**src/mlmpi_pkg.sv**
```systemverilog
// Shared types and constants of the priority-inheritance lock manager.
// No dependencies; used by every module of the block.
`default_nettype none

package mlmpi_pkg;

    localparam int NUM_MUTEXES_DEF = 16;
    localparam int QUEUE_DEPTH_DEF = 8;
    localparam int PID_BITS_DEF    = 16;

    // Stream widths: input fields 66 bits padded to 72, result fields 32 bits.
    localparam int IN_TDATA_W  = 72;
    localparam int OUT_TDATA_W = 32;
    localparam int PID_IO_W    = 16;
    localparam int SLOT_IO_W   = 4;
    localparam int EV_W        = 4;

    typedef enum logic [1:0] {
        OP_CREATE = 2'd0,
        OP_LOCK   = 2'd1,
        OP_UNLOCK = 2'd2,
        OP_RELALL = 2'd3
    } t_op;

    typedef enum logic [EV_W-1:0] {
        EV_GRANTED    = 4'd0,
        EV_BLOCKED    = 4'd1,
        EV_NO_MUTEX   = 4'd2,
        EV_NOT_OWNER  = 4'd3,
        EV_CREATED    = 4'd4,
        EV_RELEASED   = 4'd5,
        EV_PRIO       = 4'd6,
        EV_TABLE_FULL = 4'd7,
        EV_QUEUE_FULL = 4'd8
    } t_ev;

    typedef enum logic [4:0] {
        DP_NOP,
        DP_LOAD,
        DP_FIND,
        DP_RST_IDX,
        DP_CREATE,
        DP_TAKE,
        DP_ENQ,
        DP_FREE,
        DP_HO_RD,
        DP_HO_WR,
        DP_EP_INIT,
        DP_EP_SLOT,
        DP_EP_RD,
        DP_EP_CMP,
        DP_NEXT,
        DP_REL_SLOT,
        DP_RESUME
    } t_dp_op;

    typedef enum logic {
        PI_REQ,
        PI_TP
    } t_pid_sel;

    typedef enum logic {
        PR_REQ,
        PR_BEST
    } t_prio_sel;

    typedef enum logic [1:0] {
        SL_ZERO,
        SL_CUR,
        SL_FREE
    } t_slot_sel;

    typedef struct packed {
        t_dp_op    dp_op;
        logic      emit;
        logic      flush;
        t_ev       ev;
        t_pid_sel  pid_sel;
        t_prio_sel prio_sel;
        t_slot_sel slot_sel;
    } t_cmd;

    typedef struct packed {
        logic out_free;
        t_op  op;
        logic found;
        logic free_ok;
        logic owned;
        logic owner_is_req;
        logic q_full;
        logic q_empty;
        logic scan_hit;
        logic rel_hit;
        logic ep_hit;
        logic k_last;
        logic idx_last;
        logic cur_last;
    } t_sts;

endpackage

`default_nettype wire

```
**src/mlmpi_ctrl.sv**
```systemverilog
// Controller state machine of the lock manager: sequences the table scans,
// hand-overs and priority recalculation. Depends on mlmpi_pkg.
`default_nettype none

module mlmpi_ctrl (
    input  logic              i_clk,
    input  logic              i_rst_n,
    input  logic              i_s_valid,
    output logic              o_s_ready,
    input  mlmpi_pkg::t_sts   i_sts,
    output mlmpi_pkg::t_cmd   o_cmd
);
    import mlmpi_pkg::*;

    typedef enum logic [14:0] {
        S_IDLE    = 15'b000000000000001,
        S_FIND    = 15'b000000000000010,
        S_DISP    = 15'b000000000000100,
        S_HO_RD   = 15'b000000000001000,
        S_HO_WR   = 15'b000000000010000,
        S_EP_SLOT = 15'b000000000100000,
        S_EP_RD   = 15'b000000001000000,
        S_EP_CMP  = 15'b000000010000000,
        S_EP_NEXT = 15'b000000100000000,
        S_EP_DONE = 15'b000001000000000,
        S_EP_REQ  = 15'b000010000000000,
        S_REL     = 15'b000100000000000,
        S_REL_HIT = 15'b001000000000000,
        S_REL_RES = 15'b010000000000000,
        S_FLUSH   = 15'b100000000000000
    } t_state;

    // What follows a priority recalculation.
    typedef enum logic [1:0] {
        C_LOCK,
        C_UNLK,
        C_GRANT
    } t_ctx;

    t_state r_state, n_state;
    t_ctx   r_ctx, n_ctx;

    assign o_s_ready = (r_state == S_IDLE);

    always_ff @(posedge i_clk) begin
        if (!i_rst_n) begin
            r_state <= S_IDLE;
            r_ctx   <= C_LOCK;
        end else begin
            r_state <= n_state;
            r_ctx   <= n_ctx;
        end
    end

    always_comb begin
        n_state        = r_state;
        n_ctx          = r_ctx;
        o_cmd.dp_op    = DP_NOP;
        o_cmd.emit     = 1'b0;
        o_cmd.flush    = 1'b0;
        o_cmd.ev       = EV_GRANTED;
        o_cmd.pid_sel  = PI_REQ;
        o_cmd.prio_sel = PR_REQ;
        o_cmd.slot_sel = SL_CUR;
        unique case (r_state)
            S_IDLE: begin
                if (i_s_valid) begin
                    o_cmd.dp_op = DP_LOAD;
                    n_state     = S_FIND;
                end
            end
            S_FIND: begin
                if (i_sts.op == OP_RELALL) begin
                    o_cmd.dp_op = DP_RST_IDX;
                    n_state     = S_REL;
                end else begin
                    o_cmd.dp_op = DP_FIND;
                    if (i_sts.scan_hit || i_sts.idx_last) begin
                        n_state = S_DISP;
                    end
                end
            end
            S_DISP: begin
                if (i_sts.out_free) begin
                    o_cmd.emit = 1'b1;
                    n_state    = S_FLUSH;
                    unique case (i_sts.op)
                        OP_CREATE: begin
                            if (i_sts.found) begin
                                o_cmd.ev = EV_CREATED;
                            end else if (i_sts.free_ok) begin
                                o_cmd.dp_op    = DP_CREATE;
                                o_cmd.ev       = EV_CREATED;
                                o_cmd.slot_sel = SL_FREE;
                            end else begin
                                o_cmd.ev       = EV_TABLE_FULL;
                                o_cmd.slot_sel = SL_ZERO;
                            end
                        end
                        OP_LOCK: begin
                            if (!i_sts.found) begin
                                o_cmd.ev       = EV_NO_MUTEX;
                                o_cmd.slot_sel = SL_ZERO;
                            end else if (!i_sts.owned) begin
                                o_cmd.dp_op = DP_TAKE;
                                o_cmd.ev    = EV_GRANTED;
                            end else if (i_sts.q_full) begin
                                o_cmd.ev = EV_QUEUE_FULL;
                            end else begin
                                o_cmd.dp_op = DP_ENQ;
                                o_cmd.ev    = EV_BLOCKED;
                                n_ctx       = C_LOCK;
                                n_state     = S_EP_SLOT;
                            end
                        end
                        OP_UNLOCK: begin
                            if (!i_sts.found) begin
                                o_cmd.ev       = EV_NO_MUTEX;
                                o_cmd.slot_sel = SL_ZERO;
                            end else if (!i_sts.owned || !i_sts.owner_is_req) begin
                                o_cmd.ev = EV_NOT_OWNER;
                            end else if (i_sts.q_empty) begin
                                o_cmd.dp_op = DP_FREE;
                                o_cmd.ev    = EV_RELEASED;
                                n_state     = S_EP_REQ;
                            end else begin
                                o_cmd.ev = EV_RELEASED;
                                n_state  = S_HO_RD;
                            end
                        end
                        OP_RELALL: begin
                            o_cmd.emit = 1'b0;
                        end
                        default: begin
                            o_cmd.emit = 1'b0;
                        end
                    endcase
                end
            end
            S_HO_RD: begin
                o_cmd.dp_op = DP_HO_RD;
                n_state     = S_HO_WR;
            end
            S_HO_WR: begin
                o_cmd.dp_op = DP_HO_WR;
                n_ctx       = C_GRANT;
                n_state     = S_EP_SLOT;
            end
            S_EP_SLOT: begin
                o_cmd.dp_op = DP_EP_SLOT;
                if (i_sts.ep_hit) begin
                    n_state = S_EP_RD;
                end else if (i_sts.idx_last) begin
                    n_state = S_EP_DONE;
                end
            end
            S_EP_RD: begin
                o_cmd.dp_op = DP_EP_RD;
                n_state     = S_EP_CMP;
            end
            S_EP_CMP: begin
                o_cmd.dp_op = DP_EP_CMP;
                if (!i_sts.k_last) begin
                    n_state = S_EP_RD;
                end else if (i_sts.idx_last) begin
                    n_state = S_EP_DONE;
                end else begin
                    n_state = S_EP_NEXT;
                end
            end
            S_EP_NEXT: begin
                o_cmd.dp_op = DP_NEXT;
                n_state     = S_EP_SLOT;
            end
            S_EP_DONE: begin
                if (i_sts.out_free) begin
                    o_cmd.emit     = 1'b1;
                    o_cmd.pid_sel  = PI_TP;
                    o_cmd.prio_sel = PR_BEST;
                    unique case (r_ctx)
                        C_LOCK, C_UNLK: begin
                            o_cmd.ev = EV_PRIO;
                            n_state  = S_FLUSH;
                        end
                        C_GRANT: begin
                            o_cmd.ev = EV_GRANTED;
                            n_state  = (i_sts.op == OP_UNLOCK) ? S_EP_REQ : S_REL_RES;
                        end
                        default: begin
                            n_state = S_FLUSH;
                        end
                    endcase
                end
            end
            S_EP_REQ: begin
                o_cmd.dp_op = DP_EP_INIT;
                n_ctx       = C_UNLK;
                n_state     = S_EP_SLOT;
            end
            S_REL: begin
                o_cmd.dp_op = DP_REL_SLOT;
                if (i_sts.rel_hit) begin
                    n_state = S_REL_HIT;
                end else if (i_sts.idx_last) begin
                    n_state = S_FLUSH;
                end
            end
            S_REL_HIT: begin
                if (!i_sts.q_empty) begin
                    n_state = S_HO_RD;
                end else if (i_sts.out_free) begin
                    o_cmd.dp_op = DP_FREE;
                    o_cmd.emit  = 1'b1;
                    o_cmd.ev    = EV_RELEASED;
                    n_state     = S_REL_RES;
                end
            end
            S_REL_RES: begin
                o_cmd.dp_op = DP_RESUME;
                n_state     = i_sts.cur_last ? S_FLUSH : S_REL;
            end
            S_FLUSH: begin
                if (i_sts.out_free) begin
                    o_cmd.flush = 1'b1;
                    n_state     = S_IDLE;
                end
            end
            default: begin
                n_state = S_IDLE;
            end
        endcase
    end

endmodule

`default_nettype wire

```
**config.mk**
```make
export PLATFORM = sky130hd
export DESIGN_NAME = mlmpi_ctrl
export DESIGN_NICKNAME = d
export VERILOG_FILES = /design/src/mlmpi_pkg.sv /design/src/mlmpi_ctrl.sv
export SDC_FILE = /design/constraint.sdc
export NUM_CORES = 1
export LEC_CHECK = 0
export BUFFER_PORTS_ARGS = -buffer_cell sky130_fd_sc_hd__buf_4
export CAP_MARGIN = 20
export CORE_MARGIN = 4
export CORE_UTILIZATION = 45
export CTS_BUF_LIST = sky130_fd_sc_hd__clkbuf_16
export DETAILED_ROUTE_END_ITERATION = 6
export PLACE_DENSITY = 0.68
export SYNTH_ARGS = -nofsm -noshare
export SYNTH_HDL_FRONTEND = slang
export SYNTH_SLANG_ARGS = --single-unit
```
**constraint.sdc**
```tcl
create_clock -name i_clk -period 2.85 [get_ports i_clk]
set_input_delay 0.57 -clock i_clk [delete_from_list [all_inputs] [get_ports i_clk]]
set_output_delay 0.57 -clock i_clk [all_outputs]
set_load 0.05 [all_outputs]
```
Word-level counts from Yosys, hierarchy flattened

Index checks and enable logic that the tools add are counted.

Output and inout bits: 16
Register bits after elaboration: 17
Input port bits: 18
Logic and storage cells: 117

Eq/ne operators: 32
Multiplexer cells: 71
Reductions and logical operators: 12

Operators with widths:

| operator               | count |
|---|---|
| $mux W15               | 19 |
| $pmux W15 S13          | 1 |
| $pmux W5 S13           | 1 |
| $mux W3                | 13 |
| $pmux W15 S2           | 1 |
| $mux W4                | 7 |
| $pmux W4 S3            | 2 |
| $mux W2                | 11 |
| $mux W10               | 2 |
| $eq A15 B1 Y1 const B  | 1 |
| $eq A15 B10 Y1 const B | 1 |
| $eq A15 B11 Y1 const B | 1 |
| $eq A15 B12 Y1 const B | 1 |
| $eq A15 B13 Y1 const B | 1 |
| $eq A15 B14 Y1 const B | 1 |
| $eq A15 B15 Y1 const B | 1 |
| $eq A15 B2 Y1 const B  | 1 |
| $eq A15 B3 Y1 const B  | 1 |
| $eq A15 B4 Y1 const B  | 1 |
| $eq A15 B5 Y1 const B  | 1 |
| $eq A15 B6 Y1 const B  | 1 |
| $eq A15 B7 Y1 const B  | 1 |
| $eq A15 B8 Y1 const B  | 1 |
| $eq A15 B9 Y1 const B  | 1 |
| other kinds (22)       | 43 |

Longest topological paths before layout

Gate-level depths: netlist of the first run.

Depth after elaboration: 7
Depth in mapped cells: 8
Gate-level depth less buffers: 8

Worst setup path before layout of the first run

OpenSTA, ideal clock, no wires.

Path kind: register to output
From: register r_state[8]
To: output port o_cmd[4] in the netlist's numbering
Path buffers: 1
Required time: 2280 ps
Path slack: -407 ps
Arrival time: 2687 ps
Stages on the path, launching flop included: 6
Cell sequence: dfxtp_1 buf_6 or4_4 nor4_4 nand3_1 o21ai_0

RTL lines:

| element                | line             | RTL |
|---|---|---|
| from (decl)            | mlmpi_ctrl.sv:40 | `t_state r_state, n_state;` |
| from (signal assigned) | mlmpi_ctrl.sv:50 | `r_state <= n_state;` |
| to (decl)              | mlmpi_ctrl.sv:11 | `output mlmpi_pkg::t_cmd o_cmd` |

==> results of run 1 <==
==> cells in the mapped netlist (4+ instances only) <==
| cell type | instances | area [um2] |
|---|---|---|
| xor2_1 | 4 | 35.03 |
| a21oi_1 | 10 | 50.05 |
| ha_1 | 4 | 50.05 |
| nand2_1 | 10 | 37.54 |
| nor3_1 | 15 | 75.07 |
| nor2_1 | 26 | 97.59 |
| clkbuf_1 | 7 | 26.28 |
| o21ai_0 | 9 | 45.04 |
| inv_1 | 10 | 37.54 |
| nand3_1 | 16 | 80.08 |
| dfxtp_1 | 17 | 340.3 |
| nor4_1 | 6 | 37.54 |
| nand4_1 | 5 | 31.28 |
==> flip-flops by register name, indices dropped and copies added (netlist names) <==
name	flops
r_ctx	2
r_state	15
==> cell families (layout without fill, tap and decap cells) <==
family,after synthesis,count (layout),share of synthesized area
XOR/XNOR,4,4,0.02229
flip-flops,17,17,0.2166
AO/OA/AOI/OAI,46,46,0.1991
adder cells (fa/ha/maj),4,4,0.03185
AND/OR/NAND/NOR,120,120,0.4666
buffers and inverters,22,62,0.06370
==> final timing paths <==
| check | from | endpoint | slack, ps | cells past startpoint |
|---|---|---|---|---|
| max | r_state[9] | o_cmd[10] | 30 | 6 |
| max reg2reg | r_state[8] | r_state[0] | 350 | 7 |
| min reg2reg | r_ctx[0] | r_ctx[0] | 490 | 2 |
| min | r_ctx[0] | r_ctx[0] | 490 | 2 |
==> repair_timing <==
action | 4_1_cts | 5_1_grt
cloned | 0 | 0
buffers inserted | 0 | 2
setup endpoints to repair | 9 | 9
hold buffers | 0 | 0
pin swaps | 0 | 4
resized for setup | 3 | 6
==> through the flow <==
step	setup TNS [ps]	std cells	power [mW]	area [um2]	hold WS (ps)
final	0	299	0.7113	2049	489.0
after global routing	-235.2	299	0.7363	2049	519.9
after CTS	0	297	0.7055	2011	488.2
after detailed placement	0	293	0.4273	1919	480.9
after global placement	0	293	0.4283	1919	454.1
after floorplan	-683.9	213	0.3627	1583	442.8
==> cell type report <==
cell class | count | area share
Sequential cell | 17 | 0.1685
Clock inverter | 1 | 0.001831
Timing Repair Buffer | 48 | 0.1758
Multi-Input combinational cell | 174 | 0.5708
Tap cell | 46 | 0.02808
Inverter | 10 | 0.01831
Clock buffer | 3 | 0.03663
==> tightest hold or removal path: cells and delay by family (launching register included) <==
family	cells	cell delay, ps
DFF	1	310
AOI/OAI and AO/OA	1	60
and+or+nand+nor	1	60
==> routing by layer <==
metal	track usage	vias up	wire, um
met5	0	-	0
met4	0.06582	0	154
met3	0.05059	17	368
met2	0.3963	80	2324
met1	0.3208	860	2297
li1	-	888	-
==> where the power goes <==
group / internal [mW] / switching (mW)
registers: 0.242 / 0.00626
logic: 0.0732 / 0.109
clock network: 0.186 / 0.0950
total: 0.501 / 0.210
==> cells in the final DEF (no fill, tap or decap), drive strengths merged, types with 2 or more instances in the layout <==
master	count
inv	11
nand3b	2
a21oi	10
nand2b	4
a32oi	2
ha	4
nor3b	3
nand2	10
or4	4
a31oi	2
nor3	17
and2	2
nand3	16
a41oi	2
or3b	3
nand4b	2
and3	3
nand4	5
nor2	26
a211o	3
buf	48
clkbuf	3
xor2	4
a22oi	3
o221ai	2
dfxtp	17
nor4	9
and4	3
or4b	2
a31o	2
o21ai	12
nor4b	3
or3	3
==> metrics.md, run 1 <==
| Metric | Value |
|---|---|
| GP Congestion | `0.9778` |
| Layout cells sized above 1 | `0.2925` |
| Final #Nets | `276` |
| FP Rows | `21` |
| Die ar. | `4502 um2` |
| Synthesized instance count | `213` |
| Root Driver | `clkbuf_16` |
| CP startpoint kind | `flop` |
| DR vias/cell | `6.171` |
| Multi-input logic area | `1170 um2` |
| Grt total ovfl | `0` |
| Power Dens Cells | `347.1 nW/um2` |
| Top_reg_cell synth | `dfxtp_1` |
| Critical Path End Type | `output port` |
| Worst setup margin | `30.12 ps` |
| First-pass GRT wire length | `8245 um` |
| IO Port Bufs | `33` |
| Critical Path RT | `2280 ps` |
| Total of max-cap violations | `0` |
| DRC Markers | `0` |
| Sequential area share after synthesis | `0.2166` |
| Clock buffer depth | `2` |
| Final Critical Period | `2820 ps` |
| DP HPWL | `4088 um` |
| IO Pins | `34` |
| CTS Buf Count | `3` |
| Vias in the first global route | `1,737` |
| Core area | `3363 um2` |
| Clk sinks | `17` |
| Critical path type | `reg2out` |
| Diodes inserted | `0` |
| Max IR drop VDD | `0.0002780 V` |
| Leak | `0.8564 nW` |
| Fmax | `0.3546 GHz` |
| Yosys cell types | `56` |
| Post-Synthesis Cell Area | `1572 um2` |
| Crit-path max cell delay | `590 ps` |
| Outcome | `complete, no violations` |
| DR iter-0 viols | `197` |
| Util after Layout | `0.6094` |
| Clock latency on the worst-skew pair | `250 ps` |
| Slowest-stage cell, CP | `or4_4` |
| Sequential cell area | `345.3 um2` |
| Top delay family on crit path | `simple AND/OR/NAND/NOR gates` |
| Post-DRT Antenna Nets | `0` |
| Fraction of registers with async set/reset | `0` |
| FF+latch count, synth | `17` |
| Synth Net Count | `235` |
| Ys Warns | `0` |
| Antenna violations before repair | `0` |
| Pin count of the biggest net entering global routing | `12` |
| Vias | `1,845` |
| Final Hold Vio Count | `0` |
| CP max FO | `6` |
| Area Overhead vs Synth | `30.41%` |
| CTS H-tree lvls | `1` |
| DIE WIDTH | `67.10 um` |
| Setup-failing EPs final | `0` |
| Measured slew at the worst slew-check pin | `605.0 ps` |
| Die height | `67.10 um` |
| Rel. slew slack | `0.5910` |
| Place WS | `127.3 ps` |
| Final wirelength | `5145 um` |
| Drt wl/cell | `17.21 um` |
| Clock slew at reported path FFs | `50 ps` |
| Tot GR Track Use | `0.2430` |
| Critical Path AT | `2250 ps` |
| Max Slew Vio Count | `0` |
| Worst Clk Skew | `4.486 ps` |
| Number of synthesized flops with an enable pin | `0` |
| Fin crit share | `0.9894` |
| Router iterations before antenna repair | `5` |
| Mean Syn Cell Area | `7.378 um2` |
| CTS tree | `yes` |
| Fillers | `321` |
| Crit path buffers/inverters | `1` |
| Crit-path cells | `or4_4 -> nor4_4 -> nand3_2 -> o221ai_1 -> or3b_1 -> buf_4` |
| RSZ-0062 raised after global routing | `true` |
| Initial Util | `0.4673` |
| Worst min-delay path class | `reg2reg` |
Note: power is estimated with default switching activity, not from simulation.
==> run 2: changes to the inputs <==
--- a/config.mk
+++ b/config.mk
@@ -7,11 +7,13 @@
 export LEC_CHECK = 0
 export BUFFER_PORTS_ARGS = -buffer_cell sky130_fd_sc_hd__buf_4
 export CAP_MARGIN = 20
+export CORE_ASPECT_RATIO = 1.25
 export CORE_MARGIN = 4
-export CORE_UTILIZATION = 45
+export CORE_UTILIZATION = 54
 export CTS_BUF_LIST = sky130_fd_sc_hd__clkbuf_16
 export DETAILED_ROUTE_END_ITERATION = 6
-export PLACE_DENSITY = 0.68
+export GPL_ROUTABILITY_DRIVEN = 0
+export PLACE_DENSITY = 0.79
 export SYNTH_ARGS = -nofsm -noshare
 export SYNTH_HDL_FRONTEND = slang
 export SYNTH_SLANG_ARGS = --single-unit
==> run 2 against run 1 <==
  * The run now ends with negative setup slack left
  * Clock power increased by 3%
  * Die area decreased by 15%
  * Final area increased by 3.3%
  * Sequential power about the same
  * Global-route usage increased by 4.9 points
  * Setup slack got worse by 70 ps
  * Critical path type unchanged
  * Largest power group unchanged
  * Highest routed layer unchanged
==> metrics.md, run 2 (synthesized netlist as in run 1, its figures left out) <==
| Metric | Value |
|---|---|
| Cell seen most often among critical-path stages | `buf_6` |
| Largest register by flop count | `r_state` |
| RSZ-0062 raised after global routing | `true` |
| Place WS | `130.1 ps` |
| Area after DPL | `1867 um2` |
| Setup-failing EPs final | `3` |
| Initial Util | `0.5751` |
| Failing checks | `negative setup slack` |
| DIE WIDTH | `56.25 um` |
| Top Registers | `r_state: 15 flops, r_ctx: 2 flops` |
| Post-DRT Antenna Nets | `0` |
| Multi-input logic area | `1185 um2` |
| Drt wl/cell | `20.99 um` |
| Worst setup margin | `-40.21 ps` |
| CP max FO | `4` |
| First-pass GRT wire length | `8638 um` |
| IO Pins | `34` |
| DR iter-0 viols | `180` |
| Critical Path AT | `2320 ps` |
| Fillers | `209` |
| Antenna violations before repair | `0` |
| Crit-path max cell delay | `570 ps` |
| Tot GR Track Use | `0.2923` |
| Clock buffer depth | `2` |
| IO Port Bufs | `33` |
| Sequential cell area | `351.6 um2` |
| Outcome | `finished with violations` |
| Clock latency on the worst-skew pair | `250 ps` |
| Final Critical Period | `2890 ps` |
| Setup slack, reg-to-reg | `270 ps` |
| Layout cells sized above 1 | `0.3178` |
| Measured slew at the worst slew-check pin | `658.7 ps` |
| CP startpoint kind | `flop` |
| Total Neg Setup Slack | `-90.14 ps` |
| Die ar. | `3843 um2` |
| Commonest non-fill, non-tap cell in the layout | `buf_4` |
| Critical Path End Type | `output port` |
| Final wirelength | `6129 um` |
| Router iterations before antenna repair | `5` |
| Vias | `2,044` |
| CTS tree | `yes` |
| DRC Markers | `0` |
| CTS Buf Count | `3` |
| Core area | `2733 um2` |
| Root Driver | `clkbuf_16` |
| Worst min-delay path class | `reg2reg` |
| Total of max-cap violations | `0` |
| CTS hold repair buffers | `0` |
| Largest register FFs | `15` |
| FP Rows | `21` |
| Crit-path cells | `or4_4 -> nor4_4 -> nand3_4 -> buf_6 -> o21bai_1 -> nand4b_1 -> buf_6` |
| Final #Nets | `281` |
| Slowest-stage cell, CP | `or4_4` |
| Leak | `0.8884 nW` |
| CTS H-tree lvls | `1` |
| Final Hold Vio Count | `0` |
| Fin Hold WS | `494.9 ps` |
| Max IR drop VDD | `0.0003024 V` |
| Clock slew at reported path FFs | `50 ps` |
| Critical Path RT | `2280 ps` |
| Area Overhead vs Synth | `34.71%` |
| Pin count of the biggest net entering global routing | `12` |
| Final instance area | `2117 um2` |
| Fmax | `0.3460 GHz` |
| Vias in the first global route | `1,796` |
| Grt total ovfl | `0` |
| Critical path type | `reg2out` |
| Commonest non-fill, non-tap cells in the layout | `buf_4, nor2_1, nand3_1, nor3_1, dfxtp_1` |
| Fin crit share | `1.014` |
| Power Dens Cells | `344.5 nW/um2` |
| Max Slew Vio Count | `0` |
| DR vias/cell | `7.000` |
| Worst Clk Skew | `2.696 ps` |
| Clk sinks | `17` |
| Die height | `68.32 um` |
| DP HPWL | `4161 um` |
| Diodes inserted | `0` |
| Rel. slew slack | `0.5546` |
[run 2: changes by cell type in the layout (fill, tap and decap cells not counted), sizes merged]
cell / change
buf: +5
clkinv: +1
inv: -1
[run 2: layout make-up]
cell class	instances	share of cell area
clock buffer	3	0.03546
clock inverter	1	0.002364
inverter	10	0.01773
multi-input combinational	174	0.5597
sequential	17	0.1661
tap	34	0.02009
timing repair buffer	53	0.1986
[run 2: timing repair]
action / in CTS / in global routing
buffers inserted: 0 / 12
pin swaps: 2 / 9
setup endpoints to repair: 9 / 7
resized for setup: 4 / 18
[run 2: power by group]
part / switching (mW) / total [mW] / leakage [nW] / internal [mW]
clock: 0.102 / 0.290 / 0.0409 / 0.188
combinational: 0.120 / 0.193 / 0.707 / 0.0734
sequential: 0.00613 / 0.246 / 0.141 / 0.240
total: 0.228 / 0.729 / 0.888 / 0.501
[run 2: routing by layer]
metal,up-vias,GRT usage,share of wire
met5,-,0,0
li1,902,-,-
met4,0,0.1751,0.067
met1,932,0.3191,0.35
met2,168,0.5380,0.48
met3,42,0.04340,0.10
[run 2: worst paths after layout]
kind                             startpoint         end  depth (start not counted)
worst max-delay path            r_state[10]   o_cmd[12]                          7
worst min-delay path               r_ctx[0]    r_ctx[0]                          2
worst max register to register  r_state[10]  r_state[0]                          8
worst min register to register     r_ctx[0]    r_ctx[0]                          2
[run 2: per-stage QoR]
step,instances,power (mW),utilization
detailed placement,276,0.4251,0.6832
global route,292,0.7511,0.7747
CTS,280,0.7167,0.7202
finish,292,0.7293,0.7747
global placement,276,0.4219,0.6832
floorplan,213,0.3627,-
[run 2: worst max-delay path, delay by kind of cell (launching register included)]
family	cells	cell delay [ps]
simple gates	4	1220
buf+inv	2	320
compound gates	1	150
flops	1	360
==> run 3: changes to the inputs <==
--- a/config.mk
+++ b/config.mk
@@ -9,11 +9,11 @@
 export CAP_MARGIN = 20
 export CORE_ASPECT_RATIO = 1.25
 export CORE_MARGIN = 4
-export CORE_UTILIZATION = 54
+export CORE_UTILIZATION = 59
 export CTS_BUF_LIST = sky130_fd_sc_hd__clkbuf_16
 export DETAILED_ROUTE_END_ITERATION = 6
 export GPL_ROUTABILITY_DRIVEN = 0
-export PLACE_DENSITY = 0.79
+export PLACE_DENSITY = 0.86
 export SYNTH_ARGS = -nofsm -noshare
 export SYNTH_HDL_FRONTEND = slang
 export SYNTH_SLANG_ARGS = --single-unit
==> constraint.sdc (replaced) <==
create_clock -name i_clk -period 3.7 [get_ports i_clk]
set_input_delay 0.74 -clock i_clk [delete_from_list [all_inputs] [get_ports i_clk]]
set_output_delay 0.74 -clock i_clk [all_outputs]
set_load 0.05 [all_outputs]
==> run 3 against run 2 <==
  * The run now ends clean
  * Largest power group unchanged
  * Count of clock-buffer cells in the layout did not move
  * Via count fell by 4.0%
  * First-iteration DRC count rose by 32%
==> metrics.md, run 3 (synthesized netlist as in run 1, its figures left out) <==
| Metric | Value |
|---|---|
| Clock slew at reported path FFs | `50 ps` |
| Util after Layout | `0.7535` |
| Leak | `0.7828 nW` |
| Critical Path AT | `2700 ps` |
| Reg power frac | `0.351` |
| Vias | `1,962` |
| Critical Path RT | `2960 ps` |
| First-pass GRT wire length | `8224 um` |
| Total of max-cap violations | `0` |
| Worst min-delay path class | `reg2reg` |
| Sw Pwr | `0.1631 mW` |
| Root Driver | `clkbuf_16` |
| Final Critical Period | `3435 ps` |
| Final Hold Vio Count | `0` |
| DP HPWL | `3877 um` |
| CP startpoint kind | `flop` |
| Measured slew at the worst slew-check pin | `703.1 ps` |
| Critical Path End Type | `output port` |
| RSZ-0062 raised after global routing | `false` |
| Final wirelength | `5151 um` |
| Layout cells sized above 1 | `0.2092` |
| Initial Util | `0.6280` |
| Comb power frac | `0.242` |
| Vias in the first global route | `1,777` |
| FP Rows | `20` |
| Power Dens Cells | `288.4 nW/um2` |
| Outcome | `complete, no violations` |
| Max IR drop VDD | `0.0002012 V` |
| Final #Nets | `262` |
| CTS H-tree lvls | `1` |
| Clk sinks | `17` |
| Clock buffer depth | `2` |
| Router iterations before antenna repair | `5` |
| Commonest non-fill, non-tap cells in the layout | `buf_4, nor2_1, dfxtp_1, nand3_1, nor3_1` |
| Total Neg Setup Slack | `0 ps` |
| IO Port Bufs | `33` |
| Top Registers | `r_state: 15 flops, r_ctx: 2 flops` |
| Hold Startpoint | `r_ctx[0]` |
| Tot Pwr | `0.5438 mW` |
| Core area | `2502 um2` |
| Diodes inserted | `0` |
| Post-CTS sizing | `0` |
| CTS hold repair buffers | `0` |
| Post-DRT Antenna Nets | `0` |
| IO Pins | `34` |
| Clock power frac | `0.407` |
| Setup-failing EPs final | `0` |
| Worst r2r src | `r_state[0]` |
| Largest register by flop count | `r_state` |
| Drt wl/cell | `18.94 um` |
| Pin count of the biggest net entering global routing | `12` |
| Antenna violations before repair | `0` |
| CP max FO | `9` |
| Fmax | `0.2911 GHz` |
| Grt total ovfl | `0` |
| Sw frac | `0.2998` |
| Critical path type | `reg2out` |
| Die height | `65.70 um` |
| CTS Buf Count | `3` |
| Max Slew Vio Count | `0` |
| Commonest non-fill, non-tap cell in the layout | `buf_4` |
| Setup crit start | `r_state[4]` |
| Setup Buffers After CTS | `0` |
| Clock latency on the worst-skew pair | `250 ps` |
| Largest register FFs | `15` |
| DIE WIDTH | `54.16 um` |
| Worst Clk Skew | `1.372 ps` |
| Rel. slew slack | `0.5247` |
| Area Overhead vs Synth | `19.98%` |
| Tot GR Track Use | `0.3064` |
| DRC Markers | `0` |
| Fin crit share | `0.9285` |
| DR vias/cell | `7.213` |
| Fin Hold WS | `472.5 ps` |
| CTS tree | `yes` |
| Cell-internal power | `0.3808 mW` |
| Die ar. | `3558 um2` |
| DR iter-0 viols | `237` |
## run 3: cell count changes in the layout (fill, tap and decap cells not counted), sizes merged
cell	previous run	this run
buf	53	34
## run 3: final timing paths
check,endpoint,slack [ps],cells past startpoint
max,o_cmd[10],260,6
max reg2reg,r_state[3],1060,6
min,r_ctx[0],470,2
min reg2reg,r_ctx[0],470,2
## run 3: final cells by class
class                      count  area (um2)
tap                           33       41.29
timing repair buffer          34       255.2
multi-input combinational    174        1131
clock inverter                 1       5.005
fill                         217       616.8
inverter                      10       37.54
sequential                    17       340.3
clock buffer                   3       75.07
## run 3: routing by layer
metal / routed length [um] / track usage / share of wire / vias up
met3: 613 / 0.05215 / 0.12 / 38
met2: 2417 / 0.4895 / 0.47 / 178
met5: 0 / 0 / 0 / -
met1: 1864 / 0.3713 / 0.36 / 875
met4: 255 / 0.1807 / 0.050 / 0
li1: - / - / - / 871
## run 3: power by group through the flow
| stage | clock network [mW] | logic (mW) | registers [mW] |
|---|---|---|---|
| CTS | 0.223 | 0.127 | 0.190 |
| finish | 0.222 | 0.132 | 0.191 |
| global route | 0.235 | 0.141 | 0.191 |
| global placement | 0 | 0.124 | 0.194 |
| detailed placement | 0 | 0.126 | 0.194 |
| floorplan | 0 | 0.0859 | 0.193 |
## run 3: metrics by stage
stage / instances / worst slack [ps] / instance area (um2)
final: 272 / 264.7 / 1886
after floorplan: 213 / 249.3 / 1572
after global routing: 272 / 175.8 / 1886
after global placement: 268 / 584.3 / 1805
after detailed placement: 268 / 501.9 / 1805
after CTS: 272 / 310.8 / 1886
## run 3: worst max-delay path, stage by stage, from the launching register on
cell and delay [ps]:
dfxtp_1 350, or4_1 780, nor4_4 330, nand3_1 350, o221ai_1 280, or3b_1 150
buf_4 190
